<file path="config.mk">
export PLATFORM = sky130hd
export DESIGN_NAME = cwpa_ctrl
export DESIGN_NICKNAME = d
export VERILOG_FILES = /design/src/rtl/cwpa_pkg.sv /design/src/rtl/cwpa_ctrl.sv
export SDC_FILE = /design/constraint.sdc
export NUM_CORES = 1
export LEC_CHECK = 0
export BUFFER_PORTS_ARGS = -buffer_cell sky130_fd_sc_hd__buf_2
export CAP_MARGIN = 0
export CORE_UTILIZATION = 46
export DETAILED_ROUTE_END_ITERATION = 7
export PLACE_DENSITY = 0.78
export SKIP_CTS_REPAIR_TIMING = 1
export SYNTH_ARGS = -nofsm -noshare
export SYNTH_HDL_FRONTEND = slang
export SYNTH_SLANG_ARGS = --single-unit
export TNS_END_PERCENT = 30
</file>
<file path="constraint.sdc">
create_clock -name clk -period 1.7 [get_ports clk]
set_input_delay 0.085 -clock clk [delete_from_list [all_inputs] [get_ports clk]]
set_output_delay 0.085 -clock clk [all_outputs]
set_load 0.005 [all_outputs]
</file>
<file path="src/rtl/cwpa_pkg.sv">
// ----------------------------------------------------------------------------
// cwpa_pkg
// Shared types, constants and helpers for the cache way partition allocator.
// ----------------------------------------------------------------------------
package cwpa_pkg;

	localparam int MAX_WAYS   = 32;
	localparam int WAY_W      = 6;    // holds a way count up to MAX_WAYS
	localparam int WIDX_W     = 5;    // way index
	localparam int MAX_CLS    = 16;
	localparam int CLS_W      = 4;    // class index
	localparam int CLSN_W     = 5;    // class count
	localparam int CNT_W      = 16;
	localparam int PCT_W      = 7;
	localparam int MASK_W     = 32;
	localparam int CFG_IDX_W  = 3;
	localparam int CFG_DATA_W = 7;
	localparam int X_W        = 12;   // ways times percent
	localparam logic [PCT_W-1:0] PCT_FULL = 7'd100;

	// reciprocal of 100 for x below 4096: floor(x * 1311 / 2^17)
	localparam int RECIP_W     = 23;
	localparam int RECIP_SHIFT = 17;
	localparam logic [RECIP_W-1:0] RECIP_100 = 23'd1311;

	localparam logic [CFG_IDX_W-1:0] CFG_ENABLED   = 3'd0;
	localparam logic [CFG_IDX_W-1:0] CFG_WAY_COUNT = 3'd1;
	localparam logic [CFG_IDX_W-1:0] CFG_CLS_COUNT = 3'd2;
	localparam logic [CFG_IDX_W-1:0] CFG_THREAD_PCT = 3'd3;

	typedef enum logic [1:0] {
		MD_START   = 2'd0,
		MD_ACQUIRE = 2'd1,
		MD_SELECT  = 2'd2,
		MD_RELEASE = 2'd3
	} mode_t;

	typedef enum logic [2:0] {
		ST_OK        = 3'd0,
		ST_REFUSED   = 3'd1,
		ST_NO_IDLE   = 3'd2,
		ST_NO_ROOM   = 3'd3,
		ST_PROTECTED = 3'd4
	} status_t;

	typedef enum logic [1:0] {
		RK_PLAIN  = 2'd0,
		RK_ACQ    = 2'd1,
		RK_START0 = 2'd2,
		RK_START1 = 2'd3
	} res_kind_t;

	typedef enum logic [1:0] {
		TC_CUR  = 2'd0,
		TC_ZERO = 2'd1,
		TC_FULL = 2'd2,
		TC_IDX  = 2'd3
	} tc_sel_t;

	typedef struct packed {
		logic      latch;
		logic      rel_do;
		logic      rel_idx;
		logic      sh1;
		logic      sh2;
		logic      find;
		logic      scan_clr;
		logic      scan_step;
		logic      commit;
		logic      start_wr;
		logic      join_do;
		logic      res_ld;
		res_kind_t kind;
		status_t   st;
		tc_sel_t   tc;
	} cmd_t;

	typedef struct packed {
		mode_t   mode;
		logic    en;
		logic    pct_bad;
		logic    pct_full;
		logic    cur_nz;
		status_t rel_idx_st;
		status_t rel_cur_st;
		logic    sel_bad;
		logic    idx_is1;
		logic    len_zero;
		logic    idle_found;
		logic    scan_hit;
		logic    scan_end;
	} stat_t;

	function automatic logic [MASK_W-1:0] run_mask(logic [WAY_W-1:0] base,
			logic [WAY_W-1:0] len);
		logic [MASK_W-1:0] m;
		m = '0;
		if (len != '0 && base < WAY_W'(MASK_W)) begin
			if (len >= WAY_W'(MASK_W))
				m = '1;
			else
				m = (MASK_W'(1) << len) - MASK_W'(1);
			m = m << base;
		end
		return m;
	endfunction

endpackage

</file>
<file path="src/rtl/cwpa_ctrl.sv">
// ----------------------------------------------------------------------------
// cwpa_ctrl
// Request sequencer: decodes a request and steps the datapath through it.
// ----------------------------------------------------------------------------
module cwpa_ctrl (
	input  logic            clk,
	input  logic            arst_n,
	input  logic            req_valid,
	output logic            req_ready,
	output logic            res_valid,
	input  logic            res_ready,
	input  cwpa_pkg::stat_t stat,
	output cwpa_pkg::cmd_t  cmd
);
	import cwpa_pkg::*;

	typedef enum logic [9:0] {
		S_IDLE   = 10'b0000000001,
		S_DEC    = 10'b0000000010,
		S_SH1    = 10'b0000000100,
		S_SH2    = 10'b0000001000,
		S_FIND   = 10'b0000010000,
		S_SCAN   = 10'b0000100000,
		S_START  = 10'b0001000000,
		S_JOIN   = 10'b0010000000,
		S_OUT    = 10'b0100000000,
		S_SPARE  = 10'b1000000000
	} state_t;

	state_t state_q, state_d;
	logic   more_q, more_d;

	assign req_ready = (state_q == S_IDLE);
	assign res_valid = (state_q == S_OUT);

	always_comb begin
		cmd     = '0;
		state_d = state_q;
		more_d  = more_q;
		case (state_q)
			S_IDLE: begin
				if (req_valid) begin
					cmd.latch = 1'b1;
					state_d   = S_DEC;
				end
			end
			S_DEC: begin
				case (stat.mode)
					MD_START: begin
						if (!stat.en) begin
							cmd.res_ld = 1'b1;
							cmd.st     = ST_OK;
							cmd.tc     = TC_CUR;
							state_d    = S_OUT;
						end else begin
							state_d = S_SH1;
						end
					end
					MD_ACQUIRE: begin
						if (!stat.en || stat.pct_bad) begin
							cmd.res_ld = 1'b1;
							cmd.st     = ST_REFUSED;
							cmd.tc     = TC_CUR;
							state_d    = S_OUT;
						end else if (stat.cur_nz && stat.rel_cur_st != ST_OK) begin
							cmd.res_ld = 1'b1;
							cmd.st     = stat.rel_cur_st;
							cmd.tc     = TC_CUR;
							state_d    = S_OUT;
						end else begin
							cmd.rel_do = stat.cur_nz;
							if (stat.pct_full) begin
								cmd.res_ld = 1'b1;
								cmd.st     = ST_OK;
								cmd.tc     = TC_FULL;
								state_d    = S_OUT;
							end else begin
								state_d = S_SH1;
							end
						end
					end
					MD_SELECT: begin
						if (stat.sel_bad || stat.idx_is1) begin
							cmd.res_ld = 1'b1;
							cmd.st     = stat.sel_bad ? ST_REFUSED : ST_PROTECTED;
							cmd.tc     = TC_CUR;
							state_d    = S_OUT;
						end else begin
							// a failed release of the old class is ignored
							cmd.rel_do = stat.cur_nz && stat.rel_cur_st == ST_OK;
							state_d    = S_JOIN;
						end
					end
					MD_RELEASE: begin
						cmd.res_ld  = 1'b1;
						cmd.st      = stat.rel_idx_st;
						cmd.tc      = (stat.rel_idx_st == ST_OK) ? TC_ZERO : TC_CUR;
						cmd.rel_do  = (stat.rel_idx_st == ST_OK);
						cmd.rel_idx = 1'b1;
						state_d     = S_OUT;
					end
					default: state_d = S_IDLE;
				endcase
			end
			S_SH1: begin
				cmd.sh1 = 1'b1;
				state_d = S_SH2;
			end
			S_SH2: begin
				cmd.sh2 = 1'b1;
				state_d = (stat.mode == MD_START) ? S_START : S_FIND;
			end
			S_START: begin
				cmd.start_wr = 1'b1;
				cmd.res_ld   = 1'b1;
				cmd.kind     = RK_START0;
				more_d       = 1'b1;
				state_d      = S_OUT;
			end
			S_FIND: begin
				if (!stat.idle_found || stat.len_zero) begin
					cmd.res_ld = 1'b1;
					cmd.st     = stat.idle_found ? ST_NO_ROOM : ST_NO_IDLE;
					cmd.tc     = TC_ZERO;
					state_d    = S_OUT;
				end else begin
					cmd.find     = 1'b1;
					cmd.scan_clr = 1'b1;
					state_d      = S_SCAN;
				end
			end
			S_SCAN: begin
				if (stat.scan_hit) begin
					cmd.commit = 1'b1;
					cmd.res_ld = 1'b1;
					cmd.kind   = RK_ACQ;
					state_d    = S_OUT;
				end else if (stat.scan_end) begin
					cmd.res_ld = 1'b1;
					cmd.st     = ST_NO_ROOM;
					cmd.tc     = TC_ZERO;
					state_d    = S_OUT;
				end else begin
					cmd.scan_step = 1'b1;
				end
			end
			S_JOIN: begin
				cmd.join_do = 1'b1;
				cmd.res_ld  = 1'b1;
				cmd.st      = ST_OK;
				cmd.tc      = TC_IDX;
				state_d     = S_OUT;
			end
			S_OUT: begin
				if (res_ready) begin
					if (more_q) begin
						// second mask write of a start request
						cmd.res_ld = 1'b1;
						cmd.kind   = RK_START1;
						more_d     = 1'b0;
					end else begin
						state_d = S_IDLE;
					end
				end
			end
			default: state_d = S_IDLE;
		endcase
	end

	always_ff @(posedge clk or negedge arst_n) begin
		if (!arst_n) begin
			state_q <= S_IDLE;
			more_q  <= 1'b0;
		end else begin
			state_q <= state_d;
			more_q  <= more_d;
		end
	end

endmodule

</file>
==> summary.txt <==
Logic synthesis
  • Gate count of the mapped netlist: about 120
  • Asr flop ratio synth: 1.000
  • Largest area contributor in the netlist: sky130_fd_sc_hd__dfrtp_1
  • Number of synthesis warnings: 0
  • Synthesized net count: 140
  • Mean Syn Cell Area: slightly above 8 um^2
  • Count of flip-flops with a built-in enable after synthesis: 0
  • Number of flip-flops and latches in the synthesized netlist: 10
  • Post-synthesis sequential area ratio: 0.2621
  • Cell types occupying the most area after synthesis: sky130_fd_sc_hd__dfrtp_1 (23%), sky130_fd_sc_hd__nand2b_1 (9.8%), sky130_fd_sc_hd__nor2_1 (5.5%), sky130_fd_sc_hd__nand3_1 (4.2%), sky130_fd_sc_hd__nor3_2 (4.2%)
  • Area of the mapped netlist: ~960 um^2
  • Area share of the largest cell type after synthesis: 0.2347
  • Count of different cell masters after synthesis: 40
  • Most used flip-flop cell after synthesis: sky130_fd_sc_hd__dfrtp_1

Final layout
  • Count of filler cells inserted in the layout: 183
  • Area added between synthesis and finish: 41.59%
  • Fraction of the core area covered by cells at the end of the flow: 0.6926
  • Total number of nets in the final design: approximately 190
  • Final antenna diode count: 0
  • Share of layout cells above drive strength 1: 0.4912
  • Non-filler cells in the finished layout: between 150 and 200
  • Final design area excluding fillers: around 1400 um^2

Clock network
  • Level count of the clock H-tree: 1
  • Maximum root-to-sink buffer count: 2
  • CTS sink cnt: 10
  • Clock tree from TritonCTS: yes
  • Clock latency at the later pin of the worst-skew pair: about 270 ps
  • Cell chosen for the clock root: sky130_fd_sc_hd__clkbuf_4
  • Clock buffer count from CTS: 3
  • Clock-pin transition on the worst setup and hold timing paths: 70 ps

Global route
  • Via count of the first global-routing pass: between 700 and 800
  • Final global-route overflow total: 0
  • Pin count of the biggest net entering global routing: 11
  • First-pass GRT wire length: 3491 um
  • Combined global-route utilization of all metal layers: 0.2225
  • Initial antenna violation count: 0

Floorplan
  • Die Area: 2273 um^2
  • Cell row count: 16
  • Die outline height: around 48 um
  • Number of top-level pins: between 40 and 50
  • Placeable core region: between 1500 and 2000 um^2
  • Starting utilization of the core area: 0.4892
  • Die span in x: 47.68 um

Setup path
  • CP required: 1620 ps
  • Crit-path max FO: 6
  • CP Launch Type: flop
  • Worst r2r path cells: 5
  • Cell chain of the critical path: nor4_4 > buf_4 > nand4b_1 > buf_6 > o221ai_1 > buf_2
  • Reg2Reg Setup Slack: 10 ps
  • Setup crit end kind: output pin
  • Startpoint-to-endpoint class of the critical path: reg2out
  • Worst reg2reg path startpoint: state_q[4]$_DFFE_PN0P_
  • CP Data Arrival Time: 1800 ps
  • Cell type of the slowest stage on the worst timing path: sky130_fd_sc_hd__dfrtp_1
  • Reg2Reg Capture Point: state_q[0]$_DFFE_PN1P_
  • Stage delay of the slowest cell on the critical path: 420 ps

Drt
  • Met3 WL post-DR: 177 um
  • Highest routing layer actually used: met4
  • Total wirelength of the detailed-routed design: roughly 2800 um
  • Post-Route M1 WL: approximately 1100 um
  • Per-cell routed wire length: around 14 um
  • Overall via count from detail_route: ~1100
  • Vias/cell: between 5 and 6
  • DRC errors left: 0
  • Drt first pass iters: 4
  • Number of DRC markers after the initial detailed-route iteration: 23
  • Antenna Violating Nets Remaining: 0
  • Met2 WL: 1386 um

STA
  • Count of final max-slew check failures: 0
  • Unrepaired setup endpoints after global routing: yes
  • Number of setup violations in the final report: 14
  • Final-report hold violation count: 0
  • Worst Tran Pin Value: 387.7 ps
  • Min cycle time layout: around 1900 ps
  • Final critical-path setup slack: -183.2 ps
  • Share of the clock period used by the worst path after layout: 1.108
  • Clk_skew: about 9.6 ps
  • Worst relative slew slack: 0.7398
  • Fmax: around 530 MHz

Worst hold path
  • Type of the worst min-delay path: in2reg
  • Terminating pin of the worst hold path: state_q[1]$_DFFE_PN0P_
  • Startpoint of the lowest-slack hold path: req_valid
  • Depth of the worst hold-timing path: 2

Pwr
  • Power density of the placed cells: a little over 800 nW/um^2
  • Maximum vdd ir drop: a little over 0.6 mV
  • Leakage power total: slightly below 0.7 nW

Run status
  • Status: complete, but fails checks
  • Violations in the final reports: negative setup slack

Placed design
  • Port-buffer cells: 42
  • Placed standard-cell area: between 1000 and 1500 um^2
  • Global placer's final weighted congestion: about 0.98
  • Placed Cells incl. Taps: about 190
  • Post-detailed-placement half-perimeter wirelength: 2002 um
  • Setup slack after placement: between 50 and 60 ps

Flow run
  • Max-Cap Viols: 0
==> layout by cell type (no fill, tap or decap), types with 2 or more instances in the layout <==
cell and n:
sky130_fd_sc_hd__nand2b_1 15, sky130_fd_sc_hd__nand2_1 6, sky130_fd_sc_hd__nor2_1 11, sky130_fd_sc_hd__a21o_1 2
sky130_fd_sc_hd__buf_2 41, sky130_fd_sc_hd__buf_6 3, sky130_fd_sc_hd__and2_1 3, sky130_fd_sc_hd__a32oi_1 2
sky130_fd_sc_hd__clkbuf_4 3, sky130_fd_sc_hd__nand3b_1 2, sky130_fd_sc_hd__nor3_2 4, sky130_fd_sc_hd__dfrtp_2 2
sky130_fd_sc_hd__a21oi_1 5, sky130_fd_sc_hd__nand2_2 2, sky130_fd_sc_hd__nor3_1 3, sky130_fd_sc_hd__nand3_1 7
sky130_fd_sc_hd__inv_1 2, sky130_fd_sc_hd__nor3b_2 3, sky130_fd_sc_hd__buf_4 10, sky130_fd_sc_hd__nor2_2 3
sky130_fd_sc_hd__and3_1 3, sky130_fd_sc_hd__dfrtp_1 7, sky130_fd_sc_hd__and4_4 2, sky130_fd_sc_hd__o21ai_0 5
==> flip-flops by register name, indices dropped and copies added (netlist names) <==
register  cells
state_q       9
more_q        1
==> cells by family after synthesis <==
family,count (synthesis),synth area share
DFF,10,0.2621
buffers and inverters,9,0.05867
xor gates and xnor gates,1,0.009128
and+or+nand+nor,75,0.4955
AOI/OAI and AO/OA,22,0.1630
muxes,1,0.01173
==> synthesized netlist by cell type (2+ instances only) <==
| cell | instances |
|---|---|
| sky130_fd_sc_hd__dfrtp_1 | 9 |
| sky130_fd_sc_hd__and4_1 | 2 |
| sky130_fd_sc_hd__buf_2 | 3 |
| sky130_fd_sc_hd__nor4b_1 | 2 |
| sky130_fd_sc_hd__nand2b_1 | 15 |
| sky130_fd_sc_hd__and2_1 | 3 |
| sky130_fd_sc_hd__o21ai_0 | 5 |
| sky130_fd_sc_hd__nor3_1 | 4 |
| sky130_fd_sc_hd__a32oi_1 | 2 |
| sky130_fd_sc_hd__a21o_1 | 2 |
| sky130_fd_sc_hd__nand3b_1 | 2 |
| sky130_fd_sc_hd__buf_6 | 2 |
| sky130_fd_sc_hd__nor3_2 | 4 |
| sky130_fd_sc_hd__nand3_1 | 8 |
| sky130_fd_sc_hd__inv_1 | 3 |
| sky130_fd_sc_hd__nor2_1 | 14 |
| sky130_fd_sc_hd__and3_1 | 3 |
| sky130_fd_sc_hd__nand2_1 | 7 |
| sky130_fd_sc_hd__a21oi_1 | 5 |
| sky130_fd_sc_hd__nor3b_2 | 3 |
==> routing by layer <==
layer	vias up	GRT usage
met5	-	0
met4	0	0.04444
met3	8	0.08302
met2	49	0.3370
met1	516	0.3063
li1	542	-
==> per-stage QoR <==
stage	TNS, ps	total power, mW	hold slack, ps
final	-1578	1.104	59.68
after floorplan	0	0.6125	-210.6
after global routing	-2906	1.176	63.61
after CTS	-1954	1.009	-336.0
after detailed placement	0	0.7937	-47.30
after global placement	0	0.7855	-44.20
==> area by class of cell <==
| cell class | count | area (um^2) | share of cell area |
|---|---|---|---|
| Inverter | 3 | 11.26 | 0.008287 |
| Tap cell | 27 | 33.78 | 0.02486 |
| Timing Repair Buffer | 55 | 324.1 | 0.2385 |
| Sequential cell | 10 | 254.0 | 0.1869 |
| Clock buffer | 4 | 36.28 | 0.02670 |
| Multi-Input combinational cell | 99 | 699.4 | 0.5147 |
==> where the power goes <==
group | leakage (nW) | switching, mW | total, mW | internal [mW]
Clock | 0.0210 | 0.0857 | 0.216 | 0.130
Combinational | 0.539 | 0.290 | 0.559 | 0.269
Sequential | 0.132 | 0.0513 | 0.329 | 0.278
Total | 0.691 | 0.427 | 1.10 | 0.677
==> worst max-delay path, delay by kind of cell (launching register included) <==
| family | cells | cell delay (ps) |
|---|---|---|
| flip-flops | 1 | 420 |
| AO/OA/AOI/OAI | 1 | 170 |
| buffers and inverters | 3 | 480 |
| AND/OR/NAND/NOR | 2 | 450 |
==> how the worst max path moves through the flow <==
stage / from / endpoint
detailed placement: state_q[4]$_DFFE_PN0P_ / state_q[0]$_DFFE_PN1P_
finish: state_q[5]$_DFFE_PN0P_ / cmd[2]
global route: state_q[2]$_DFFE_PN0P_ / cmd[7]
CTS: state_q[4]$_DFFE_PN0P_ / cmd[16]
floorplan: state_q[7]$_DFFE_PN0P_ / cmd[13]
global placement: state_q[4]$_DFFE_PN0P_ / state_q[0]$_DFFE_PN1P_
(Power assumes the default switching activity.)
